===== src/hw/rtl/arpc_pkg.sv =====
// ----------------------------------------------------------------------------
// arpc_pkg
// Shared types and constants of the ARP responder: command format between
// the front and back parts, ARP field values, register and request codes.
// ----------------------------------------------------------------------------
package arpc_pkg;

  localparam int TABLE_ENTRIES_DEFAULT = 16;
  localparam int QUEUE_DEPTH           = 2;
  localparam int PTR_W                 = $clog2(QUEUE_DEPTH);
  localparam int PAYLOAD_LEN           = 28;
  localparam int APB_ADDR_W            = 4;
  localparam int APB_DATA_W            = 64;

  localparam logic [5:0] HDR_LEN   = 6'd14;
  localparam logic [5:0] MIN_FRAME = 6'd42;

  // arp field values
  localparam logic [7:0] HTYPE_HI   = 8'h00;
  localparam logic [7:0] HTYPE_LO   = 8'h01;
  localparam logic [7:0] PTYPE_HI   = 8'h08;
  localparam logic [7:0] PTYPE_LO   = 8'h00;
  localparam logic [7:0] OPER_HI    = 8'h00;
  localparam logic [7:0] OP_REQUEST = 8'h01;
  localparam logic [7:0] OP_REPLY   = 8'h02;
  localparam logic [7:0] HLEN_ETH   = 8'd6;
  localparam logic [7:0] PLEN_IPV4  = 8'd4;

  // request and result codes
  localparam logic REQ_FRAME  = 1'b0;
  localparam logic REQ_LOOKUP = 1'b1;
  localparam logic RES_REPLY  = 1'b0;
  localparam logic RES_LOOKUP = 1'b1;
  localparam logic CMD_FRAME  = 1'b0;
  localparam logic CMD_LOOKUP = 1'b1;

  // register index, taken from paddr bit 3
  localparam logic REG_OWN_MAC = 1'b0;
  localparam logic REG_OWN_IP  = 1'b1;

  typedef struct packed {
    logic        kind;
    logic        reply;
    logic [31:0] ip;
    logic [47:0] mac;
  } cmd_t;

endpackage


===== src/hw/rtl/arpc_ram.sv =====
// ----------------------------------------------------------------------------
// arpc_ram
// Generic single-write, single-read RAM with registered read data.
// ----------------------------------------------------------------------------
module arpc_ram #(
  parameter int WIDTH = 8,
  parameter int DEPTH = 16,
  parameter int AW    = (DEPTH > 1) ? $clog2(DEPTH) : 1
) (
  input  logic             clk,
  input  logic             we,
  input  logic [AW-1:0]    waddr,
  input  logic [WIDTH-1:0] wdata,
  input  logic [AW-1:0]    raddr,
  output logic [WIDTH-1:0] rdata
);

  logic [WIDTH-1:0] mem [DEPTH];

  always_ff @(posedge clk) begin
    if (we) begin
      mem[waddr] <= wdata;
    end
    rdata <= mem[raddr];
  end

endmodule


===== src/hw/rtl/arpc_front.sv =====
// ----------------------------------------------------------------------------
// arpc_front
// Counts frame bytes, picks out the ARP header fields and classifies each
// request; a lookup or a full valid ARP frame becomes a back-part command.
// ----------------------------------------------------------------------------
module arpc_front (
  input  logic                 clk,
  input  logic                 rst,
  input  logic                 accept,
  input  logic                 req_type,
  input  logic [7:0]           frame_byte,
  input  logic                 frame_last,
  input  logic [31:0]          query_ip,
  input  logic [31:0]          own_ip,
  output logic                 push,
  output arpc_pkg::cmd_t       cmd
);
  import arpc_pkg::*;

  logic [5:0]  byte_count;
  logic        hdr_ok;
  logic        op_ok;
  logic [47:0] snd_mac;
  logic [31:0] snd_ip;
  logic [31:0] tgt_ip;
  logic        take;
  logic        in_payload;
  logic [4:0]  offset;
  logic [31:0] tgt_cur;
  logic        full_at_end;

  assign take        = accept && (req_type == REQ_FRAME);
  assign in_payload  = (byte_count >= HDR_LEN) && (byte_count < MIN_FRAME);
  assign offset      = 5'(byte_count - HDR_LEN);
  assign full_at_end = byte_count >= (MIN_FRAME - 6'd1);
  assign tgt_cur     = (take && in_payload && offset >= 5'd24) ?
                       {tgt_ip[23:0], frame_byte} : tgt_ip;

  always_comb begin
    push = accept && ((req_type == REQ_LOOKUP) || (frame_last && full_at_end && hdr_ok));
    cmd.kind  = (req_type == REQ_LOOKUP) ? CMD_LOOKUP : CMD_FRAME;
    cmd.reply = (req_type == REQ_FRAME) && op_ok && (tgt_cur == own_ip);
    cmd.ip    = (req_type == REQ_LOOKUP) ? query_ip : snd_ip;
    cmd.mac   = snd_mac;
  end

  always_ff @(posedge clk) begin
    if (rst) begin
      byte_count <= '0;
    end else if (take) begin
      if (frame_last) begin
        byte_count <= '0;
      end else if (byte_count < MIN_FRAME) begin
        byte_count <= byte_count + 6'd1;
      end
    end
  end

  always_ff @(posedge clk) begin
    if (take && in_payload) begin
      case (offset)
        5'd0: hdr_ok <= (frame_byte == HTYPE_HI);
        5'd1: hdr_ok <= hdr_ok && (frame_byte == HTYPE_LO);
        5'd2: hdr_ok <= hdr_ok && (frame_byte == PTYPE_HI);
        5'd3: hdr_ok <= hdr_ok && (frame_byte == PTYPE_LO);
        5'd6: op_ok  <= (frame_byte == OPER_HI);
        5'd7: op_ok  <= op_ok && (frame_byte == OP_REQUEST);
        default: begin
          if (offset >= 5'd8 && offset <= 5'd13) begin
            snd_mac <= {snd_mac[39:0], frame_byte};
          end
          if (offset >= 5'd14 && offset <= 5'd17) begin
            snd_ip <= {snd_ip[23:0], frame_byte};
          end
        end
      endcase
      tgt_ip <= tgt_cur;
    end
  end

endmodule


===== src/hw/rtl/arpc_queue.sv =====
// ----------------------------------------------------------------------------
// arpc_queue
// Short command queue between the front and back parts.
// ----------------------------------------------------------------------------
module arpc_queue (
  input  logic           clk,
  input  logic           rst,
  input  logic           push,
  input  arpc_pkg::cmd_t push_cmd,
  input  logic           pop,
  output arpc_pkg::cmd_t head,
  output logic           full,
  output logic           empty
);
  import arpc_pkg::*;

  localparam int CNT_W = PTR_W + 1;

  cmd_t             slots [QUEUE_DEPTH];
  logic [PTR_W-1:0] wr_ptr;
  logic [PTR_W-1:0] rd_ptr;
  logic [CNT_W-1:0] count;

  assign full  = count == CNT_W'(QUEUE_DEPTH);
  assign empty = count == '0;
  assign head  = slots[rd_ptr];

  always_ff @(posedge clk) begin
    if (rst) begin
      wr_ptr <= '0;
      rd_ptr <= '0;
      count  <= '0;
    end else begin
      if (push) begin
        wr_ptr <= wr_ptr + 1'b1;
      end
      if (pop) begin
        rd_ptr <= rd_ptr + 1'b1;
      end
      if (push && !pop) begin
        count <= count + 1'b1;
      end else if (pop && !push) begin
        count <= count - 1'b1;
      end
    end
  end

  always_ff @(posedge clk) begin
    if (push) begin
      slots[wr_ptr] <= push_cmd;
    end
  end

`ifndef NO_ASSERTIONS
  a_no_overflow: assert property (@(posedge clk) disable iff (rst) push |-> !full)
    else $error("command pushed into a full queue");
  a_no_underflow: assert property (@(posedge clk) disable iff (rst) pop |-> !empty)
    else $error("command popped from an empty queue");
`endif

endmodule


===== src/hw/rtl/arpc_back.sv =====
// ----------------------------------------------------------------------------
// arpc_back
// Carries out queued commands: scans the address cache one entry a cycle,
// stores sender bindings, answers lookups and streams the ARP reply.
// ----------------------------------------------------------------------------
module arpc_back #(
  parameter int TABLE_ENTRIES = arpc_pkg::TABLE_ENTRIES_DEFAULT
) (
  input  logic           clk,
  input  logic           rst,
  input  logic           empty,
  input  arpc_pkg::cmd_t head,
  output logic           pop,
  input  logic [47:0]    own_mac,
  input  logic [31:0]    own_ip,
  output logic           strobe,
  output logic           result_kind,
  output logic [7:0]     reply_byte,
  output logic [47:0]    reply_dest_mac,
  output logic           reply_last,
  output logic           lookup_hit,
  output logic [47:0]    lookup_mac
);
  import arpc_pkg::*;

  localparam int IDXW = (TABLE_ENTRIES > 1) ? $clog2(TABLE_ENTRIES) : 1;
  localparam logic [IDXW-1:0] LAST_IDX  = IDXW'(TABLE_ENTRIES - 1);
  localparam logic [4:0]      LAST_BYTE = 5'(PAYLOAD_LEN - 1);

  localparam logic [1:0] ST_IDLE   = 2'd0;
  localparam logic [1:0] ST_SEARCH = 2'd1;
  localparam logic [1:0] ST_REPLY  = 2'd2;

  logic [1:0]               state;
  cmd_t                     cur;
  logic [IDXW-1:0]          scan;
  logic                     issuing;
  logic                     cmp_vld;
  logic [IDXW-1:0]          cmp_idx;
  logic [TABLE_ENTRIES-1:0] valid;
  logic [4:0]               byte_idx;
  logic [79:0]              rd_data;
  logic                     entry_match;
  logic                     done_search;
  logic                     found;
  logic                     ram_we;

  function automatic logic [7:0] reply_byte_at(input logic [4:0] idx,
                                               input logic [47:0] s_mac,
                                               input logic [31:0] s_ip,
                                               input logic [47:0] d_mac,
                                               input logic [31:0] d_ip);
    logic [7:0] b;
    case (idx)
      5'd0:  b = HTYPE_HI;
      5'd1:  b = HTYPE_LO;
      5'd2:  b = PTYPE_HI;
      5'd3:  b = PTYPE_LO;
      5'd4:  b = HLEN_ETH;
      5'd5:  b = PLEN_IPV4;
      5'd6:  b = OPER_HI;
      5'd7:  b = OP_REPLY;
      5'd8:  b = s_mac[47:40];
      5'd9:  b = s_mac[39:32];
      5'd10: b = s_mac[31:24];
      5'd11: b = s_mac[23:16];
      5'd12: b = s_mac[15:8];
      5'd13: b = s_mac[7:0];
      5'd14: b = s_ip[31:24];
      5'd15: b = s_ip[23:16];
      5'd16: b = s_ip[15:8];
      5'd17: b = s_ip[7:0];
      5'd18: b = d_mac[47:40];
      5'd19: b = d_mac[39:32];
      5'd20: b = d_mac[31:24];
      5'd21: b = d_mac[23:16];
      5'd22: b = d_mac[15:8];
      5'd23: b = d_mac[7:0];
      5'd24: b = d_ip[31:24];
      5'd25: b = d_ip[23:16];
      5'd26: b = d_ip[15:8];
      5'd27: b = d_ip[7:0];
      default: b = 8'h00;
    endcase
    return b;
  endfunction

  // a free slot matches only when storing
  assign entry_match = valid[cmp_idx] ? (rd_data[79:48] == cur.ip) : (cur.kind == CMD_FRAME);
  assign done_search = (state == ST_SEARCH) && cmp_vld && (entry_match || cmp_idx == LAST_IDX);
  assign found       = done_search && entry_match;
  assign ram_we      = found && (cur.kind == CMD_FRAME);
  assign pop         = (state == ST_IDLE) && !empty;

  arpc_ram #(
    .WIDTH (80),
    .DEPTH (TABLE_ENTRIES),
    .AW    (IDXW)
  ) u_cache (
    .clk   (clk),
    .we    (ram_we),
    .waddr (cmp_idx),
    .wdata ({cur.ip, cur.mac}),
    .raddr (scan),
    .rdata (rd_data)
  );

  always_ff @(posedge clk) begin
    if (rst) begin
      state   <= ST_IDLE;
      valid   <= '0;
      strobe  <= 1'b0;
      issuing <= 1'b0;
      cmp_vld <= 1'b0;
    end else begin
      strobe <= 1'b0;
      case (state)
        ST_IDLE: begin
          if (!empty) begin
            state   <= ST_SEARCH;
            issuing <= 1'b1;
            cmp_vld <= 1'b0;
          end
        end
        ST_SEARCH: begin
          cmp_vld <= issuing;
          if (issuing && scan == LAST_IDX) begin
            issuing <= 1'b0;
          end
          if (done_search) begin
            issuing <= 1'b0;
            cmp_vld <= 1'b0;
            if (cur.kind == CMD_LOOKUP) begin
              strobe <= 1'b1;
              state  <= ST_IDLE;
            end else begin
              if (found) begin
                valid[cmp_idx] <= 1'b1;
              end
              state <= cur.reply ? ST_REPLY : ST_IDLE;
            end
          end
        end
        ST_REPLY: begin
          strobe <= 1'b1;
          if (byte_idx == LAST_BYTE) begin
            state <= ST_IDLE;
          end
        end
        default: state <= ST_IDLE;
      endcase
    end
  end

  always_ff @(posedge clk) begin
    if (pop) begin
      cur  <= head;
      scan <= '0;
    end else if (state == ST_SEARCH && issuing && scan != LAST_IDX) begin
      scan <= scan + 1'b1;
    end
    cmp_idx <= scan;
    if (state == ST_SEARCH) begin
      byte_idx <= '0;
    end else if (state == ST_REPLY) begin
      byte_idx <= byte_idx + 5'd1;
    end
    if (state == ST_REPLY) begin
      result_kind    <= RES_REPLY;
      reply_byte     <= reply_byte_at(byte_idx, own_mac, own_ip, cur.mac, cur.ip);
      reply_dest_mac <= cur.mac;
      reply_last     <= byte_idx == LAST_BYTE;
      lookup_hit     <= 1'b0;
      lookup_mac     <= '0;
    end else begin
      result_kind    <= RES_LOOKUP;
      reply_byte     <= '0;
      reply_dest_mac <= '0;
      reply_last     <= 1'b0;
      lookup_hit     <= found;
      lookup_mac     <= found ? rd_data[47:0] : '0;
    end
  end

`ifndef NO_ASSERTIONS
  a_reply_run: assert property (@(posedge clk) disable iff (rst)
    strobe && result_kind == RES_REPLY && !reply_last |=> strobe && result_kind == RES_REPLY)
    else $error("reply stream broken before its last byte");
  a_last_gap: assert property (@(posedge clk) disable iff (rst)
    strobe && reply_last |=> !strobe)
    else $error("result straight after the last reply byte");
  a_miss_zero: assert property (@(posedge clk) disable iff (rst)
    strobe && result_kind == RES_LOOKUP && !lookup_hit |-> lookup_mac == '0)
    else $error("lookup miss with non-zero mac");
`endif

endmodule


===== src/hw/rtl/arp_responder_with_cache.sv =====
// ----------------------------------------------------------------------------
// arp_responder_with_cache
// ARP responder with a small IP-to-MAC cache and an APB register port.
// ----------------------------------------------------------------------------
// A request is taken when start is high and busy is low. A frame that ends
// as a valid ARP packet, or a lookup query, queues a command (two can wait).
// busy is high while the queue is full, and only then does a request wait.
// The back part runs one command at a time, popping it from the queue in its
// idle state. The cache scan then reads one entry a cycle through a single
// read port. A lookup answer comes out the cycle after the scan ends. A frame
// that was a request for own_ip is followed by its 28 reply bytes. Results
// come one a cycle on strobe and cannot be held off. Cache valid bits clear
// at reset, so no clearing pass is needed.
module arp_responder_with_cache #(
  parameter int TABLE_ENTRIES = arpc_pkg::TABLE_ENTRIES_DEFAULT
) (
  input  logic                            clk,
  input  logic                            rst,
  input  logic                            start,
  output logic                            busy,
  input  logic                            req_type,
  input  logic [7:0]                      frame_byte,
  input  logic                            frame_last,
  input  logic [31:0]                     query_ip,
  output logic                            strobe,
  output logic                            result_kind,
  output logic [7:0]                      reply_byte,
  output logic [47:0]                     reply_dest_mac,
  output logic                            reply_last,
  output logic                            lookup_hit,
  output logic [47:0]                     lookup_mac,
  input  logic                            psel,
  input  logic                            penable,
  input  logic                            pwrite,
  input  logic [arpc_pkg::APB_ADDR_W-1:0] paddr,
  input  logic [arpc_pkg::APB_DATA_W-1:0] pwdata,
  output logic [arpc_pkg::APB_DATA_W-1:0] prdata,
  output logic                            pready
);
  import arpc_pkg::*;

  logic [47:0] own_mac;
  logic [31:0] own_ip;
  logic        accept;
  logic        push;
  logic        pop;
  logic        full;
  logic        empty;
  cmd_t        push_cmd;
  cmd_t        head;

  assign pready = 1'b1;
  assign busy   = full;
  assign accept = start && !busy;

  always_ff @(posedge clk) begin
    if (rst) begin
      own_mac <= '0;
      own_ip  <= '0;
    end else if (psel && penable && pwrite && pready) begin
      case (paddr[3])
        REG_OWN_MAC: own_mac <= pwdata[47:0];
        REG_OWN_IP:  own_ip  <= pwdata[31:0];
        default: ;
      endcase
    end
  end

  always_comb begin
    case (paddr[3])
      REG_OWN_MAC: prdata = {16'h0000, own_mac};
      REG_OWN_IP:  prdata = {32'h0000_0000, own_ip};
      default:     prdata = '0;
    endcase
  end

  arpc_front u_front (
    .clk        (clk),
    .rst        (rst),
    .accept     (accept),
    .req_type   (req_type),
    .frame_byte (frame_byte),
    .frame_last (frame_last),
    .query_ip   (query_ip),
    .own_ip     (own_ip),
    .push       (push),
    .cmd        (push_cmd)
  );

  arpc_queue u_queue (
    .clk      (clk),
    .rst      (rst),
    .push     (push),
    .push_cmd (push_cmd),
    .pop      (pop),
    .head     (head),
    .full     (full),
    .empty    (empty)
  );

  arpc_back #(
    .TABLE_ENTRIES (TABLE_ENTRIES)
  ) u_back (
    .clk            (clk),
    .rst            (rst),
    .empty          (empty),
    .head           (head),
    .pop            (pop),
    .own_mac        (own_mac),
    .own_ip         (own_ip),
    .strobe         (strobe),
    .result_kind    (result_kind),
    .reply_byte     (reply_byte),
    .reply_dest_mac (reply_dest_mac),
    .reply_last     (reply_last),
    .lookup_hit     (lookup_hit),
    .lookup_mac     (lookup_mac)
  );

endmodule


===== config.mk =====
export PLATFORM = sky130hd
export DESIGN_NAME = arp_responder_with_cache
export DESIGN_NICKNAME = d
export VERILOG_FILES = /design/src/hw/rtl/arpc_pkg.sv /design/src/hw/rtl/arpc_ram.sv /design/src/hw/rtl/arpc_front.sv /design/src/hw/rtl/arpc_queue.sv /design/src/hw/rtl/arpc_back.sv /design/src/hw/rtl/arp_responder_with_cache.sv
export SDC_FILE = /design/constraint.sdc
export NUM_CORES = 2
export LEC_CHECK = 0
export BUFFER_PORTS_ARGS = -buffer_cell sky130_fd_sc_hd__buf_2
export CORE_MARGIN = 3
export CORE_UTILIZATION = 60
export CTS_CLUSTER_DIAMETER = 50
export DETAILED_ROUTE_END_ITERATION = 12
export GPL_TIMING_DRIVEN = 0
export PLACE_DENSITY = 0.79
export SETUP_SLACK_MARGIN = 0.5
export SLEW_MARGIN = 15
export SYNTH_ARGS = -nofsm -noshare
export SYNTH_HDL_FRONTEND = slang
export SYNTH_SLANG_ARGS = --single-unit

===== constraint.sdc =====
create_clock -name clk -period 16.2 [get_ports clk]
set_clock_uncertainty 0.15 [all_clocks]
set_input_delay 4.05 -clock clk [delete_from_list [all_inputs] [get_ports clk]]
set_output_delay 4.05 -clock clk [all_outputs]
set_load 0.02 [all_outputs]

# ---- Word-level counts from Yosys, hierarchy flattened
# Memory sizes are Yosys's and may differ from the RTL's. A register that Yosys moved wholly into a read port is not among the register bits.
# Cells that the tools add are included.
dict set report word_totals {
  in_bits 116
  ram_bits 1444
  mem_bits_ro 0
  output_inout_bits 174
  latch_bits 0
  ff_bits 345
  elab_cells 189
  n_memories 2
}
dict set report classes {
  n_reduce_logical 57
  bitwise 6
  muxes 37
  addsub 8
  mul 0
  n_eq_ne 44
  order_cmp 10
  shifts 0
  div 0
}
# name depth word_bits rd rd_ports_with_merged_regs wr line
set memory_table {}
lappend memory_table {u_back.u_cache.mem 16 80 1 1 1 arpc_ram.sv:18} ;# logic [WIDTH-1:0] mem [DEPTH];
lappend memory_table {u_queue.slots 2 82 1 1 1 arpc_queue.sv:19} ;# cmd_t slots [QUEUE_DEPTH];
# op n
set op_table {}
lappend op_table {{8-bit one-hot mux with 25 select lines} 1}
lappend op_table {{64-bit one-hot mux with 2 select lines} 1}
lappend op_table {{32-bit == test} 2}
lappend op_table {{32-bit 2-to-1 mux} 2}
lappend op_table {{5-bit == test, second input constant} 12}
lappend op_table {{5-bit by 4-bit == test with 1-bit output, second input constant} 8}
lappend op_table {{1-bit logical AND} 29}
lappend op_table {{5-bit by 3-bit == test with 1-bit output, second input constant} 5}
lappend op_table {{1-bit 2-to-1 mux} 16}
lappend op_table {{16-bit OR} 1}
lappend op_table {{5-bit by 2-bit == test with 1-bit output, second input constant} 3}
lappend op_table {{2-bit 2-to-1 mux} 7}
lappend op_table {{6-bit 2-to-1 mux} 2}
lappend op_table {{2-bit AND reduction} 6}
lappend op_table {{3-bit AND reduction} 4}
lappend op_table {{5-bit by 1-bit == test with 1-bit output, second input constant} 2}
lappend op_table {{5-bit by 4-bit greater-or-equal comparator with 1-bit output, second input constant} 2}
lappend op_table {{4-bit == test, second input constant} 2}
lappend op_table {{8-bit by 1-bit == test with 1-bit output, second input constant} 1}
lappend op_table {{8-bit by 4-bit == test with 1-bit output, second input constant} 1}
lappend op_table {{8-bit logical NOT} 1}
lappend op_table {{1-bit one-hot mux with 2 select lines} 4}
lappend op_table {{2-bit nonzero test} 4}
lappend op_table {{6-bit by 1-bit adder with 6-bit output, second input constant} 1}
lappend op_table {{33 further kinds} 45}

# ---- Longest topological paths before layout
dict set report logic_depth {
  depth_word 9
  ltp_mapped 12
}

# ---- By module
# Synthesis repeated with hierarchy kept, for this count alone.
dict set report hier_totals {
  cells_unflattened 3829
  area_unflattened_um2 73605.6
}
# mod cells_each area_per_inst_um2 n_inst
set by_module_without_submodules {}
lappend by_module_without_submodules {arpc_ram 2054 49422.4 1}
lappend by_module_without_submodules {arpc_back 701 8404.3 1}
lappend by_module_without_submodules {arpc_queue 277 6153.4 1}
lappend by_module_without_submodules {arpc_front 411 5676.7 1}
lappend by_module_without_submodules {arp_responder_with_cache 386 3948.8 1}

# ---- Worst setup path before layout
# No wires, ideal clock.
dict set report synth_path {
  path_type {reg2reg}
  startpoint {register u_back.cmp_idx[0]}
  endpoint {memory u_back.u_cache.mem[13][0], enable pin}
  setup_time_ps 719
  slack_ps 6020
  n_path_buf 1
  synth_period_minus_slack_ps 10180
  t_arrival_ps 9311
  required_time_ps 15331
  stages_incl_launch_ff 8
  cell_sequence {dfxtp_1 > buf_2 > mux4_2 > mux2i_1 > mux2i_1 > nor2_2 > o21bai_4 > nor4_1}
}
dict set report synth_between {
  elab_chain_cells 9
  elab_cells_between_ends 10
  classes_between {1 x eq/ne; 5 x mux; 4 x reduce/logical}
}
# item line
set synth_lines {}
lappend synth_lines {{start: declaration} arpc_back.sv:39} ;# logic [IDXW-1:0] cmp_idx;
lappend synth_lines {{start signal: assignment} arpc_back.sv:162} ;# cmp_idx <= scan;
lappend synth_lines {{1-bit binary-select mux with 4-bit select} arpc_back.sv:89} ;# assign entry_match = valid[cmp_idx] ? (rd_data[79:48] == cur.ip) : (cur.kind == CMD_FRAME);
lappend synth_lines {{1-bit 2-to-1 mux (implied by the code)} arpc_back.sv:89}
lappend synth_lines {{1-bit 2-to-1 mux} arpc_back.sv:89}
lappend synth_lines {{1-bit logical OR} arpc_back.sv:90} ;# assign done_search = (state == ST_SEARCH) && cmp_vld && (entry_match || cmp_idx == LAST_IDX);
lappend synth_lines {{1-bit logical AND} arpc_back.sv:90}
lappend synth_lines {{1-bit logical AND} arpc_back.sv:91} ;# assign found = done_search && entry_match;
lappend synth_lines {{1-bit logical AND} arpc_back.sv:92} ;# assign ram_we = found && (cur.kind == CMD_FRAME);
lappend synth_lines {{1-bit 2-to-1 mux} arpc_ram.sv:21} ;# if (we) begin
lappend synth_lines {{1-bit 2-to-1 mux (implied by the code)} arpc_ram.sv:22} ;# mem[waddr] <= wdata;
lappend synth_lines {{end: declaration} arpc_ram.sv:18}
# Parallel ways exist; a longest one is shown, timed or not. The select of a mux whose other input is x is not followed.

# ---- Worst setup path in the final report
dict set report layout_path {
  startpoint {input port paddr[3] (netlist name)}
  endpoint {output port prdata[28] (netlist name)}
}
dict set report layout_between {
  elab_chain_cells 2
}
# item line
set layout_lines {}
lappend layout_lines {{start: declaration} arp_responder_with_cache.sv:35} ;# input logic [arpc_pkg::APB_ADDR_W-1:0] paddr,
lappend layout_lines {{1-bit NOT (no source line)} --}
lappend layout_lines {{64-bit one-hot mux with 2 select lines *} arp_responder_with_cache.sv:70} ;# case (paddr[3])
lappend layout_lines {{end: declaration} arp_responder_with_cache.sv:37} ;# output logic [arpc_pkg::APB_DATA_W-1:0] prdata,
# Every way passes the cells marked *; elsewhere a longest branch is shown, timed or not. The select of a mux whose other input is x is not followed.

==> impl_results.md <==
* Area of the core at 0.120 mm²
* Layout area overhead at 15.1%
* Tmin final at 10.52 ns
* Post-Synth XOR/XNOR Area at 0.791%
* Post-CTS Resized at 0
* Commonest cells after routing, fill and taps aside: 1,640 x edfxtp_1, 404 x mux4_2, 311 x dfxtp_1
* Die Span Y at 355 µm
* CP Launch Type: input port
* Longest Clk Path Bufs at 3
* Yosys reg bits at 1,951
* Max_slew headroom at 16.7%
* Register area share after synthesis at 75.9%
* Max Cap Violations at 0
* Largest net degree at the start of global routing at 54
* Hold Fails Final Rpt at 0
* # clock sinks at 1,951
* Post-synth EDFFs at 1,640
* Syn Std Cell Area at 0.0731 mm²
* Post-DRT Antenna Nets at 0
* First-pass GRT wire length at 292,000 µm
* Top cell type's share of synthesized area at 67.4%
* Post-Synth Simple-Gate Area at 3.65%
* Boundary Pins at 290
* Final WS setup at 5.68 ns
* Post-synth top area cell: edfxtp_1
* Delay-heaviest family, CP: buffers and inverters
* CTS H-tree depth at 4
* Layout net count at 4,373
* Leakage at 27.3 nW
* Worst EP required at 12.00 ns
* Layout cells sized above 1 at 29.2%
* CP max-delay cell: buf_1
* Dominant synthesized flop cell: edfxtp_1
* # DRC at 0
* Worst slew pin tran at 1.25 ns
* Mean Syn Cell Area at 19.9 µm²
* Vias in the first global route at 40,800
* Fillers at 7,087
* Final HPWL DP at 126,000 µm
* Min Hold Slack at 0.249 ns
* Top post-synthesis cells by area: edfxtp_1 67%, mux4_2 12%, dfxtp_1 8.5%, mux2_2 2.6%, nand2_1 1.0%
* Post-Synth Adder-Cell Area at 0.325%
* Placed Instances at 5,658
* WL final at 206,000 µm
* GR Overflow Total at 0
* # port buffers at 252
* Main combinational cell family by area after synthesis: multiplexers
* Rows at 127
* Final Setup Violations at 0
* Vias at 40,300
* Mux share of post-synthesis cell area at 15.2%
* RSZ-0062 raised after global routing: false
* CP max FO at 10
* Die area at 0.126 mm²
* CTS Buf Count at 189
* Vias per cell at 6.70
* Fin crit share at 65.0%
* # hold bufs at CTS at 0
* Worst-path cell chain: clkbuf_1 > clkbuf_1 > buf_1 > mux2_2 > buf_2
* Gp weighted congestion at 0.968
* Initial Util at 60.7%
* Status: complete, no violations
* HP Class: flop to flop
* Synth async-reset ratio at 0%
* DRT Pass-1 Iters at 9
* Dpl ws at 5.70 ns
* Clock Root Buffer: clkbuf_16
* Setup CP Type: input port to primary output
* Synth Area in Compound Gates at 2.64%
* YS warnings at 0
* Slowest Stage Delay on Critical Path at 0.74 ns
* Synth Instances at 3,681
* First DRT Iteration DRCs at 6,335
* Fmax at 95.0 MHz
* Final non-filler cell total at 6,019
* CP bufs+invs at 4
* DR WL/cell at 34.3 µm
* Post-CTS Setup Bufs at 0
* Cell Pwr Density at 146 mW/mm²
* CTS tree: done
* Clock Latency Late Sink at 0.80 ns
* Critical Path AT at 6.32 ns
* Peak supply drop at 97.9 µV
* Most frequent cell on the critical path: clkbuf_1
* Initial antenna violation count at 14
* Setup crit end kind: primary output
* Final-report max-slew violation count at 0
* GRT Overall Usage at 32.9%
* Yosys cell types at 77
* Commonest non-fill, non-tap cell in the layout: edfxtp_1
* Die X at 355 µm
* Clock slew seen by the registers of the worst setup and hold paths at 0.06 ns
==> flip-flops by register name, summed over array words and instances (netlist names), 2 cells and up <==
name / count
u_back.cur: 82
u_back.cmp_idx: 4
own_ip: 32
u_back.scan: 4
u_queue.slots: 164
u_back.byte_idx: 5
u_back.u_cache.mem: 1280
u_back.reply_dest_mac: 48
u_back.reply_byte: 8
u_back.lookup_mac: 48
u_front.tgt_ip: 32
u_back.u_cache.rdata: 80
u_back.state: 2
u_front.byte_count: 6
u_front.snd_ip: 32
u_back.valid: 16
u_front.snd_mac: 48
u_queue.count: 2
own_mac: 48
==> through the flow <==
| stage | power, mW | area [µm²] | util [%] | TNS, ns |
|---|---|---|---|---|
| floorplan | 7.21 | 73100 | - | 0 |
| global placement | 7.82 | 76400 | 63.4 | -961.52 |
| detailed placement | 7.88 | 77800 | 64.6 | 0 |
| CTS | 12.3 | 84100 | 69.8 | 0 |
| global route | 12.6 | 84100 | 69.9 | 0 |
| finish | 12.3 | 84100 | 69.9 | 0 |
==> worst reg2reg max path, delay by kind of cell (launching register included) <==
kind | cells | cell delay, ns
AOI/OAI and AO/OA | 1 | 0.13
xor gates and xnor gates | 1 | 0.52
buffers and inverters | 6 | 1.48
DFF | 1 | 0.74
and+or+nand+nor | 4 | 2.02
==> metal layers <==
layer / vias up / routed length [µm] / share of wire [%] / track usage [%]
met5: - / 34 / 0.016 / 0
met4: 6 / 11300 / 5.5 / 16.4
met3: 600 / 24500 / 12 / 6.95
met2: 3234 / 98700 / 48 / 52.0
met1: 20600 / 71700 / 35 / 44.1
li1: 15900 / - / - / -
==> synth_stat cells, types with 6 or more instances <==
cell type  count
o22ai_1       11
a221oi_1      12
clkbuf_1     133
xor2_1        19
nand4_1       22
a31oi_1        6
nor4_1        14
and3_1        18
a22oi_1       39
mux2_2       166
a222oi_1      13
nor2b_1       28
nor3_1        16
nand2_1      203
o21a_1         8
edfxtp_1    1640
dfxtp_1      311
buf_1         38
a22o_1        11
mux2i_1       12
mux4_2       404
and2_1       105
a32o_1        11
xnor2_1       47
buf_2          8
ha_1          19
nand3_1       25
a21oi_1      106
o21ai_0       28
or3_1          6
nor2_1        55
inv_1         44
buf_4         19
nand2b_1      11
==> power by group <==
group / switching [mW] / leakage (nW) / internal (mW)
combinational: 0.734 / 6.99 / 0.642
clock: 1.93 / 3.07 / 2.52
sequential: 0.536 / 17.2 / 5.94
total: 3.20 / 27.3 / 9.11
==> cell families (layout without fill, tap and decap cells) <==
logic type	after synthesis	count (layout)
buffers and inverters	247	954
muxes	586	586
and+or+nand+nor	526	526
DFF	1951	1951
xor gates and xnor gates	66	66
other	2	21
adders and majority gates	19	19
AOI/OAI and AO/OA	284	284
==> layout make-up <==
cell class | instances | area, µm² | share of cell area, %
flip-flops and latches | 1951 | 55500 | 65.9
inverters | 45 | 174 | 0.207
well taps | 1612 | 2020 | 2.40
diodes | 4 | 10.0 | 0.0119
clock inverters | 80 | 828 | 0.984
multi-input cells | 1498 | 16700 | 19.9
plain buffers | 202 | 896 | 1.06
clock buffers | 276 | 5470 | 6.50
repair buffers | 351 | 2570 | 3.05
==> path summary, 6_finish.rpt <==
kind,startpoint,slack [ns],depth (start not counted),endpoint
max reg2reg,u_back.cur[60]$_DFFE_PP_,10.84,12,u_back.u_cache.mem[15][22]$_DFFE_PP_
max,paddr[3],5.68,5,prdata[28]
min reg2reg,u_back.scan[3]$_SDFFE_PP0P_,0.25,0,u_back.cmp_idx[3]$_DFF_P_
min,u_back.scan[3]$_SDFFE_PP0P_,0.25,0,u_back.cmp_idx[3]$_DFF_P_
Power figures use the tool's default switching activity.
